## src/sgrcm_pkg.sv

```systemverilog
// ----------------------------------------------------------------------------
// sgrcm_pkg
// shared types and constants for the stereo gain ramp and channel mix block
// ----------------------------------------------------------------------------
`default_nettype none

package sgrcm_pkg;

  localparam int SampleW  = 16;
  localparam int GainW    = 16;
  localparam int PctW     = 7;
  localparam int ModeW    = 2;
  localparam int ProdW    = 22;   // clamped target times percent, at most 3276800
  localparam int RecipW   = 22;
  localparam int DivShift = 28;
  localparam int GainShift = 15;
  localparam int RampShift = 8;   // divide by 256
  localparam int AddrW    = 4;
  localparam int DataW    = 32;

  localparam logic [GainW-1:0]  UNITY_Q15   = 16'h8000;
  localparam logic [PctW-1:0]   PCT_MAX     = 7'd100;
  // ceil(2^28 / 100); exact floor division for dividends below 2^28 / 44
  localparam logic [RecipW-1:0] RECIP_100   = 22'd2684355;

  // channel modes
  localparam logic [ModeW-1:0] MODE_STEREO = 2'd0;
  localparam logic [ModeW-1:0] MODE_LEFT   = 2'd1;
  localparam logic [ModeW-1:0] MODE_RIGHT  = 2'd2;
  localparam logic [ModeW-1:0] MODE_MONO   = 2'd3;

  // register indexes
  localparam logic [1:0] REG_MAX_VOLUME = 2'd0;
  localparam logic [1:0] REG_MODE       = 2'd1;
  localparam logic [1:0] REG_MIX_DONE   = 2'd2;
  localparam logic [1:0] REG_GAIN_BYP   = 2'd3;

  typedef struct packed {
    logic load_in;   // capture a new item and form target times percent
    logic do_div;    // divide by 100 through reciprocal multiply
    logic do_ramp;   // step the kept gain
    logic do_scale;  // multiply both samples by the gain
    logic load_out;  // apply channel mode into the output register
  } cmd_t;

  typedef struct packed {
    logic out_free;  // output register can take a result this cycle
  } status_t;

  typedef struct packed {
    logic [PctW-1:0]  max_volume_percent;
    logic [ModeW-1:0] mode_select;
    logic             mix_done_downstream;
    logic             gain_bypass;
  } cfg_t;

endpackage

`default_nettype wire

```

## src/sgrcm_ctrl.sv

```systemverilog
// ----------------------------------------------------------------------------
// sgrcm_ctrl
// sequencer for one item: divide, ramp, scale, then mix into the output
// ----------------------------------------------------------------------------
`default_nettype none

module sgrcm_ctrl (
  input  wire logic             clk,
  input  wire logic             rst,
  input  wire logic             in_valid,
  output logic                  in_ready,
  input  wire sgrcm_pkg::status_t status,
  output sgrcm_pkg::cmd_t       cmd
);
  import sgrcm_pkg::*;

  typedef enum logic [4:0] {
    ST_IDLE   = 5'b00001,
    ST_DIV    = 5'b00010,
    ST_RAMP   = 5'b00100,
    ST_SCALE  = 5'b01000,
    ST_FINISH = 5'b10000
  } state_t;

  state_t state;
  state_t state_next;
  logic   accept;

  // the next item may enter in the cycle the finished one leaves
  assign in_ready = (state == ST_IDLE) || ((state == ST_FINISH) && status.out_free);
  assign accept   = in_valid && in_ready;

  always_comb begin
    cmd          = '0;
    cmd.load_in  = accept;
    state_next   = state;
    case (state)
      ST_IDLE: begin
        if (accept) state_next = ST_DIV;
      end
      ST_DIV: begin
        cmd.do_div = 1'b1;
        state_next = ST_RAMP;
      end
      ST_RAMP: begin
        cmd.do_ramp = 1'b1;
        state_next  = ST_SCALE;
      end
      ST_SCALE: begin
        cmd.do_scale = 1'b1;
        state_next   = ST_FINISH;
      end
      ST_FINISH: begin
        if (status.out_free) begin
          cmd.load_out = 1'b1;
          state_next   = accept ? ST_DIV : ST_IDLE;
        end
      end
      default: begin
        state_next = ST_IDLE;
      end
    endcase
  end

  always_ff @(posedge clk) begin
    if (rst) begin
      state <= ST_IDLE;
    end else begin
      state <= state_next;
    end
  end

endmodule

`default_nettype wire

```

## src/sgrcm_dp.sv

```systemverilog
// ----------------------------------------------------------------------------
// sgrcm_dp
// datapath: target scaling, gain ramp, sample scaling, channel mode, output
// ----------------------------------------------------------------------------
`default_nettype none

module sgrcm_dp (
  input  wire logic                clk,
  input  wire logic                rst,
  input  wire sgrcm_pkg::cmd_t     cmd,
  output sgrcm_pkg::status_t       status,
  input  wire sgrcm_pkg::cfg_t     cfg,
  input  wire logic signed [15:0]  left_in,
  input  wire logic signed [15:0]  right_in,
  input  wire logic [15:0]         volume_target,
  input  wire logic                buffer_end,
  output logic                     out_valid,
  input  wire logic                out_ready,
  output logic signed [15:0]       left_out,
  output logic signed [15:0]       right_out,
  output logic [15:0]              gain_used,
  output logic                     buffer_end_out
);
  import sgrcm_pkg::*;

  // item registers
  logic signed [SampleW-1:0] left_r;
  logic signed [SampleW-1:0] right_r;
  logic                      end_r;
  logic [ProdW-1:0]          tgt_prod;
  logic [GainW-1:0]          target;
  logic [GainW-1:0]          used;
  logic signed [SampleW-1:0] left_s;
  logic signed [SampleW-1:0] right_s;

  // ramp state
  logic [GainW-1:0] gain_now;
  logic             gain_started;
  logic [GainW-1:0] gain_now_next;
  logic             gain_started_next;
  logic [GainW-1:0] used_next;

  logic [GainW-1:0]          tgt_clamp;
  logic [PctW-1:0]           pct_sat;
  logic [ProdW-1:0]          tgt_prod_next;
  logic [ProdW+RecipW-1:0]   div_prod;
  logic signed [GainW:0]     diff;
  logic signed [GainW:0]     diff_adj;
  logic signed [GainW:0]     step;
  logic signed [2*SampleW:0] mul_l;
  logic signed [2*SampleW:0] mul_r;
  logic signed [SampleW:0]   sum;
  logic signed [SampleW:0]   sum_adj;
  logic signed [SampleW-1:0] mono;
  logic signed [SampleW-1:0] mix_l;
  logic signed [SampleW-1:0] mix_r;

  assign status.out_free = !out_valid || out_ready;

  // target clamp and percent ceiling
  always_comb begin
    tgt_clamp     = (volume_target > UNITY_Q15) ? UNITY_Q15 : volume_target;
    pct_sat       = (cfg.max_volume_percent > PCT_MAX) ? PCT_MAX : cfg.max_volume_percent;
    tgt_prod_next = ProdW'(tgt_clamp) * ProdW'(pct_sat);
  end

  // divide by 100
  assign div_prod = (ProdW+RecipW)'(tgt_prod) * (ProdW+RecipW)'(RECIP_100);

  // ramp step: difference over 256 truncated toward zero, at least one
  always_comb begin
    diff     = $signed({1'b0, target}) - $signed({1'b0, gain_now});
    diff_adj = diff[GainW] ? (diff + (GainW+1)'(255)) : diff;
    step     = diff_adj >>> RampShift;
    if (step == '0) begin
      step = diff[GainW] ? -(GainW+1)'(1) : (GainW+1)'(1);
    end
    gain_now_next     = gain_now;
    gain_started_next = gain_started;
    if (!gain_started) begin
      gain_now_next     = target;
      gain_started_next = 1'b1;
    end else if (gain_now != target) begin
      gain_now_next = gain_now + step[GainW-1:0];
    end
    used_next = cfg.gain_bypass ? UNITY_Q15 : gain_now_next;
  end

  // sample scaling, unity gain when bypassed gives the sample back
  assign mul_l = left_r  * $signed({1'b0, used});
  assign mul_r = right_r * $signed({1'b0, used});

  // channel mode
  always_comb begin
    sum     = $signed({left_s[SampleW-1], left_s}) + $signed({right_s[SampleW-1], right_s});
    sum_adj = sum + $signed({{SampleW{1'b0}}, sum[SampleW]});
    mono    = sum_adj[SampleW:1];
    mix_l   = left_s;
    mix_r   = right_s;
    if (!cfg.mix_done_downstream) begin
      case (cfg.mode_select)
        MODE_STEREO: begin
          mix_l = left_s;
          mix_r = right_s;
        end
        MODE_LEFT: begin
          mix_r = left_s;
        end
        MODE_RIGHT: begin
          mix_l = right_s;
        end
        MODE_MONO: begin
          mix_l = mono;
          mix_r = mono;
        end
        default: begin
          mix_l = left_s;
          mix_r = right_s;
        end
      endcase
    end
  end

  always_ff @(posedge clk) begin
    if (cmd.load_in) begin
      left_r   <= left_in;
      right_r  <= right_in;
      end_r    <= buffer_end;
      tgt_prod <= tgt_prod_next;
    end
    if (cmd.do_div) begin
      target <= div_prod[DivShift+GainW-1:DivShift];
    end
    if (cmd.do_ramp) begin
      used <= used_next;
    end
    if (cmd.do_scale) begin
      left_s  <= mul_l[GainShift+SampleW-1:GainShift];
      right_s <= mul_r[GainShift+SampleW-1:GainShift];
    end
    if (cmd.load_out) begin
      left_out       <= mix_l;
      right_out      <= mix_r;
      gain_used      <= used;
      buffer_end_out <= end_r;
    end
  end

  always_ff @(posedge clk) begin
    if (rst) begin
      gain_now     <= '0;
      gain_started <= 1'b0;
      out_valid    <= 1'b0;
    end else begin
      if (cmd.do_ramp && !cfg.gain_bypass) begin
        gain_now     <= gain_now_next;
        gain_started <= gain_started_next;
      end
      if (cmd.load_out) begin
        out_valid <= 1'b1;
      end else if (out_ready) begin
        out_valid <= 1'b0;
      end
    end
  end

endmodule

`default_nettype wire

```

## src/stereo_gain_ramp_channel_mix_top.sv

```systemverilog
// ----------------------------------------------------------------------------
// stereo_gain_ramp_channel_mix_top
// smoothed volume ramp on a stereo frame, followed by a channel mode
// ----------------------------------------------------------------------------
// One item is one stereo frame with a Q15 volume target. The target is clamped
// to unity, scaled by the max volume percent (floor of target*percent/100,
// done as a multiply by a reciprocal), and a kept gain steps toward it by the
// difference over 256 truncated toward zero, at least one step. The very first
// frame after reset loads the gain with the target. Both samples are scaled by
// the gain (floor of s*g/2^15), then the channel mode picks stereo, left to
// both, right to both or the truncated mono average. Gain bypass leaves the
// samples and the kept gain alone and reports unity; the mix-done flag skips
// the channel mode. An item passes through a four-step sequencer (divide,
// ramp, scale, mix), and the next item is taken in the same cycle the
// previous result moves into the output register, so a new item is not taken
// before the previous one has reached that register. A result waiting in the
// output register holds the sequencer in its last step, which backs up
// in_ready.
// Registers on the APB port: 0x0 max_volume_percent (7 bits, reset 100,
// values above 100 act as 100), 0x4 mode_select (2 bits), 0x8
// mix_done_downstream (1 bit), 0xC gain_bypass (1 bit). Write them only while
// the block is idle.
// ----------------------------------------------------------------------------
`default_nettype none

module stereo_gain_ramp_channel_mix_top (
  input  wire logic                           clk,
  input  wire logic                           rst,
  // apb-style configuration port
  input  wire logic                           psel,
  input  wire logic                           penable,
  input  wire logic                           pwrite,
  input  wire logic [sgrcm_pkg::AddrW-1:0]    paddr,
  input  wire logic [sgrcm_pkg::DataW-1:0]    pwdata,
  output logic      [sgrcm_pkg::DataW-1:0]    prdata,
  output logic                                pready,
  // input items
  input  wire logic                           in_valid,
  output logic                                in_ready,
  input  wire logic signed [15:0]             left_in,
  input  wire logic signed [15:0]             right_in,
  input  wire logic [15:0]                    volume_target,
  input  wire logic                           buffer_end,
  // result items
  output logic                                out_valid,
  input  wire logic                           out_ready,
  output logic signed [15:0]                  left_out,
  output logic signed [15:0]                  right_out,
  output logic [15:0]                         gain_used,
  output logic                                buffer_end_out
);
  import sgrcm_pkg::*;

  cfg_t       cfg;
  cmd_t       cmd;
  status_t    status;
  logic       wr_en;
  logic [1:0] reg_idx;

  // register file, byte address 4*index
  assign pready  = 1'b1;
  assign wr_en   = psel && penable && pwrite && pready;
  assign reg_idx = paddr[3:2];

  always_ff @(posedge clk) begin
    if (rst) begin
      cfg.max_volume_percent  <= PCT_MAX;
      cfg.mode_select         <= MODE_STEREO;
      cfg.mix_done_downstream <= 1'b0;
      cfg.gain_bypass         <= 1'b0;
    end else if (wr_en) begin
      case (reg_idx)
        REG_MAX_VOLUME: cfg.max_volume_percent  <= pwdata[PctW-1:0];
        REG_MODE:       cfg.mode_select         <= pwdata[ModeW-1:0];
        REG_MIX_DONE:   cfg.mix_done_downstream <= pwdata[0];
        REG_GAIN_BYP:   cfg.gain_bypass         <= pwdata[0];
        default: begin
        end
      endcase
    end
  end

  // read back
  always_comb begin
    case (reg_idx)
      REG_MAX_VOLUME: prdata = DataW'(cfg.max_volume_percent);
      REG_MODE:       prdata = DataW'(cfg.mode_select);
      REG_MIX_DONE:   prdata = DataW'(cfg.mix_done_downstream);
      REG_GAIN_BYP:   prdata = DataW'(cfg.gain_bypass);
      default:        prdata = '0;
    endcase
  end

  // sequencer
  sgrcm_ctrl u_ctrl (
    .clk      (clk),
    .rst      (rst),
    .in_valid (in_valid),
    .in_ready (in_ready),
    .status   (status),
    .cmd      (cmd)
  );

  // arithmetic and output register
  sgrcm_dp u_dp (
    .clk            (clk),
    .rst            (rst),
    .cmd            (cmd),
    .status         (status),
    .cfg            (cfg),
    .left_in        (left_in),
    .right_in       (right_in),
    .volume_target  (volume_target),
    .buffer_end     (buffer_end),
    .out_valid      (out_valid),
    .out_ready      (out_ready),
    .left_out       (left_out),
    .right_out      (right_out),
    .gain_used      (gain_used),
    .buffer_end_out (buffer_end_out)
  );

endmodule

`default_nettype wire

```

## config.mk

```make
export PLATFORM = sky130hd
export DESIGN_NAME = stereo_gain_ramp_channel_mix_top
export DESIGN_NICKNAME = d
export VERILOG_FILES = /design/src/sgrcm_pkg.sv /design/src/sgrcm_ctrl.sv /design/src/sgrcm_dp.sv /design/src/stereo_gain_ramp_channel_mix_top.sv
export SDC_FILE = /design/constraint.sdc
export NUM_CORES = 2
export LEC_CHECK = 0
export BUFFER_PORTS_ARGS = -buffer_cell sky130_fd_sc_hd__buf_2
export CORE_AREA = 2 2 345 382
export CTS_CLUSTER_SIZE = 25
export DETAILED_ROUTE_END_ITERATION = 8
export DIE_AREA = 0 0 347 384
export GPL_TIMING_DRIVEN = 0
export SLEW_MARGIN = 20
export SYNTH_ARGS = -nofsm -noshare
export SYNTH_HDL_FRONTEND = slang
export SYNTH_SLANG_ARGS = --single-unit
```

## constraint.sdc

```tcl
create_clock -name clk -period 5.86 [get_ports clk]
set_input_delay 0.879 -clock clk [delete_from_list [all_inputs] [get_ports clk]]
set_output_delay 0.879 -clock clk [all_outputs]
set_load 0.02 [all_outputs]
```

==> out/qor.yml <==
worst_setup_path:
  worst_setup_path_end_kind: "flip-flop"
  cp-start-kind: "flip-flop"
  cp_data_required_time_ps: 6170
  crit_slowest_cell: "fa_1"
  critPathTopFamily: "adder cells"
  critPathBufInv: 8
  cpPeakStageDelay_ps: 530
  critPathMaxFanout: 4
  critPathMostFrequentCell: "fa_1"
  arrival_ps: 6780
  crit_type: "flip-flop to flip-flop"
synthesis:
  synthTopCellsByArea: "fa_1 (33%), ha_1 (18%), edfxtp_1 (13%), inv_1 (8.6%), nand2_1 (4.2%)"
  yosysWarnings: 0
  synth_cell_types: 81
  synth_edf_count: 168
  ys_ff_latch: 202
  synth_commonest_cells: "inv_1 (879), fa_1 (635), ha_1 (543)"
  ys.flop_type: "edfxtp_1"
  synth_most_common_cell: "inv_1"
  synthCells: 4056
  synth.largest_area_cell: "fa_1"
  synth_top_area_frac: 0.330
  async_reset_ff_frac: 0
  synth.cell_area_sq_um: 38600
  syn_avg_cell_area_sq_um: 9.51
  yosysSeqAreaShare: 0.148
global_routing:
  grtUsageMet1: 0.211
  antenna_found_initial: 6
  grt_pass1_wl_um: 179000
  gr-total-overflow: 0
  top_usage_layer: "met2"
  grt_max_degree: 34
  grt.met3_usage: 0.0234
  grtUsageTotal: 0.173
  use_met2: 0.308
  grt_pass1_vias: 31500
status:
  status: "finished with violations"
  violations: "setup timing"
clock_tree:
  cts-root-buf: "clkbuf_16"
  clk_pin_slew_worst_paths_ps: 60
  cts.path.max_buffers: 3
  htreeDepth: 1
  numCtsBuffers: 28
  clk_latency_ps: 630
  clock-sinks: 202
  cts_tree: "yes"
route:
  drc: 0
  drtAntennaViolNets: 0
  viasPerCell: 4.74
  drt-total-wl_um: 115000
  drtIter0Drc: 1771
  firstDrtPassIters: 5
  vias: 29400
  wl_per_cell_um: 18.5
floorplan:
  coreArea_sq_um: 130000
  die_w_um: 347
  num_rows: 139
  die_h_um: 384
  start_util: 0.298
  die_area_sq_um: 133000
  io_pins: 176
run:
  cap_violations: 0
sta:
  max-slew-margin-rel: 0.327
  post-route-period-util: 1.10
  rsz0062_at_grt: "true"
  setup_ws_ps: -608
  whs_ps: 426
  slew_violations: 0
  setup_viol: 41
  timing.fmax_mhz: 155
  tightest_slew_ps: 1000
  finalClockSkew_ps: 60.8
  finalHoldViolations: 0
  fin_crit_ps: 6470
placement:
  gp_congestion: 0.923
  portBuffers: 121
  dp_slack_ps: -1590
  place_hpwl_um: 91100
min_path:
  hold_class: "primary input to flip-flop"
cells_and_area:
  area_delta_synth_final_pct: 21.5
  final_nets: 5747
  drive_gt1_frac: 0.182
  fill_cells: 12900
==> state kept, by name (all words and copies together) (netlist names) <==
| register | cells |
|---|---|
| u_dp.out_valid | 1 |
| u_dp.target | 16 |
| cfg | 11 |
| u_dp.left_s | 16 |
| u_dp.used | 16 |
| u_dp.gain_started | 1 |
| u_dp.gain_now | 16 |
| u_dp.buffer_end_out | 1 |
| u_dp.right_out | 16 |
| u_dp.right_s | 16 |
| u_ctrl.state | 5 |
| u_dp.right_r | 16 |
| u_dp.gain_used | 16 |
| u_dp.tgt_prod | 22 |
| u_dp.left_r | 16 |
| u_dp.left_out | 16 |
| u_dp.end_r | 1 |
==> worst reg2reg max path, stage by stage (launching register included) <==
cell and delay, ps:
edfxtp_1 520, buf_8 190, buf_12 120, nand2_4 50, fa_1 510, inv_1 50, fa_1 490, inv_2 50
fa_1 530, inv_2 40, fa_1 490, inv_2 40, fa_1 510, inv_2 40, fa_1 490, ha_4 300
o21ai_4 70, nand2_2 110, nand4_1 220, nand3_2 180, o2111ai_4 210, o31ai_4 310, buf_4 170, and2_4 150
o21a_1 140, nor2_1 60, xnor2_1 140
==> kinds of logic after synthesis <==
logic type	share of synthesized area
fa+ha+maj	0.506
simple gates	0.138
compound gates	0.0711
flops	0.148
other cells	0.000195
xor+xnor	0.0266
mux	0.00659
buf+inv	0.103
==> through the flow <==
stage	cell area (sq um)	std cells	util	setup TNS, ps
3_3_place_gp	41600	5893	0.321	-54460
3_5_place_dp	41700	5900	0.322	-56840
4_1_cts	45200	6113	0.349	-15970
2_1_floorplan	38900	4080	-	-1550
5_1_grt	46800	6191	0.361	-21390
6_report	46800	6194	0.362	-13680
==> layout by cell type (no fill, tap or decap), drive strengths merged, types with 26 or more instances in the layout <==
| cell | n |
|---|---|
| inv | 881 |
| fa | 635 |
| ha | 543 |
| buf | 439 |
| nand2 | 434 |
| and2 | 245 |
| edfxtp | 168 |
| nor2 | 158 |
| a21oi | 128 |
| clkbuf | 114 |
| xnor2 | 73 |
| o21ai | 68 |
| nand2b | 46 |
| a21o | 44 |
| xor2 | 44 |
| and3 | 43 |
| a211oi | 37 |
| nor2b | 35 |
| nand3 | 35 |
| dfxtp | 34 |
| nor3 | 32 |
| conb | 26 |
==> final timing paths <==
kind	from	end	slack [ps]	cells past startpoint
max	u_dp.used[10]	u_dp.left_s[9]	-610	26
min	right_in[14]	u_dp.right_r[14]	430	1
max reg2reg	u_dp.used[10]	u_dp.left_s[9]	-610	26
min reg2reg	u_dp.end_r	u_dp.buffer_end_out	440	0
==> routing by layer <==
metal  share of wire  up-vias
li1                -    13600
met1            0.40    14700
met2            0.50      828
met3           0.053      236
met4           0.049        2
met5        0.000096        -
==> layout make-up <==
type | count | area [sq um] | share of cell area
Clock inverter | 19 | 211 | 0.00451
Multi-Input combinational cell | 2846 | 30700 | 0.656
Clock buffer | 33 | 739 | 0.0158
Inverter | 879 | 3300 | 0.0705
Sequential cell | 202 | 5740 | 0.123
Tap cell | 1692 | 2120 | 0.0452
Buffer | 149 | 1150 | 0.0245
Antenna cell | 3 | 7.51 | 0.000160
Timing Repair Buffer | 371 | 2860 | 0.0611
==> repair_timing <==
item | 4_1_cts | 5_1_grt
hold buffers | 0 | 0
pin swaps | 93 | 148
gates cloned | 1 | 1
endpoints found under the setup margin | 71 | 64
hold endpoints to repair | 0 | 0
buffers inserted | 163 | 81
resized for setup | 280 | 303
Power is left out: the tool's default activity adds up to more than one toggle a clock period on the data nets, which glitch-free logic cannot reach.
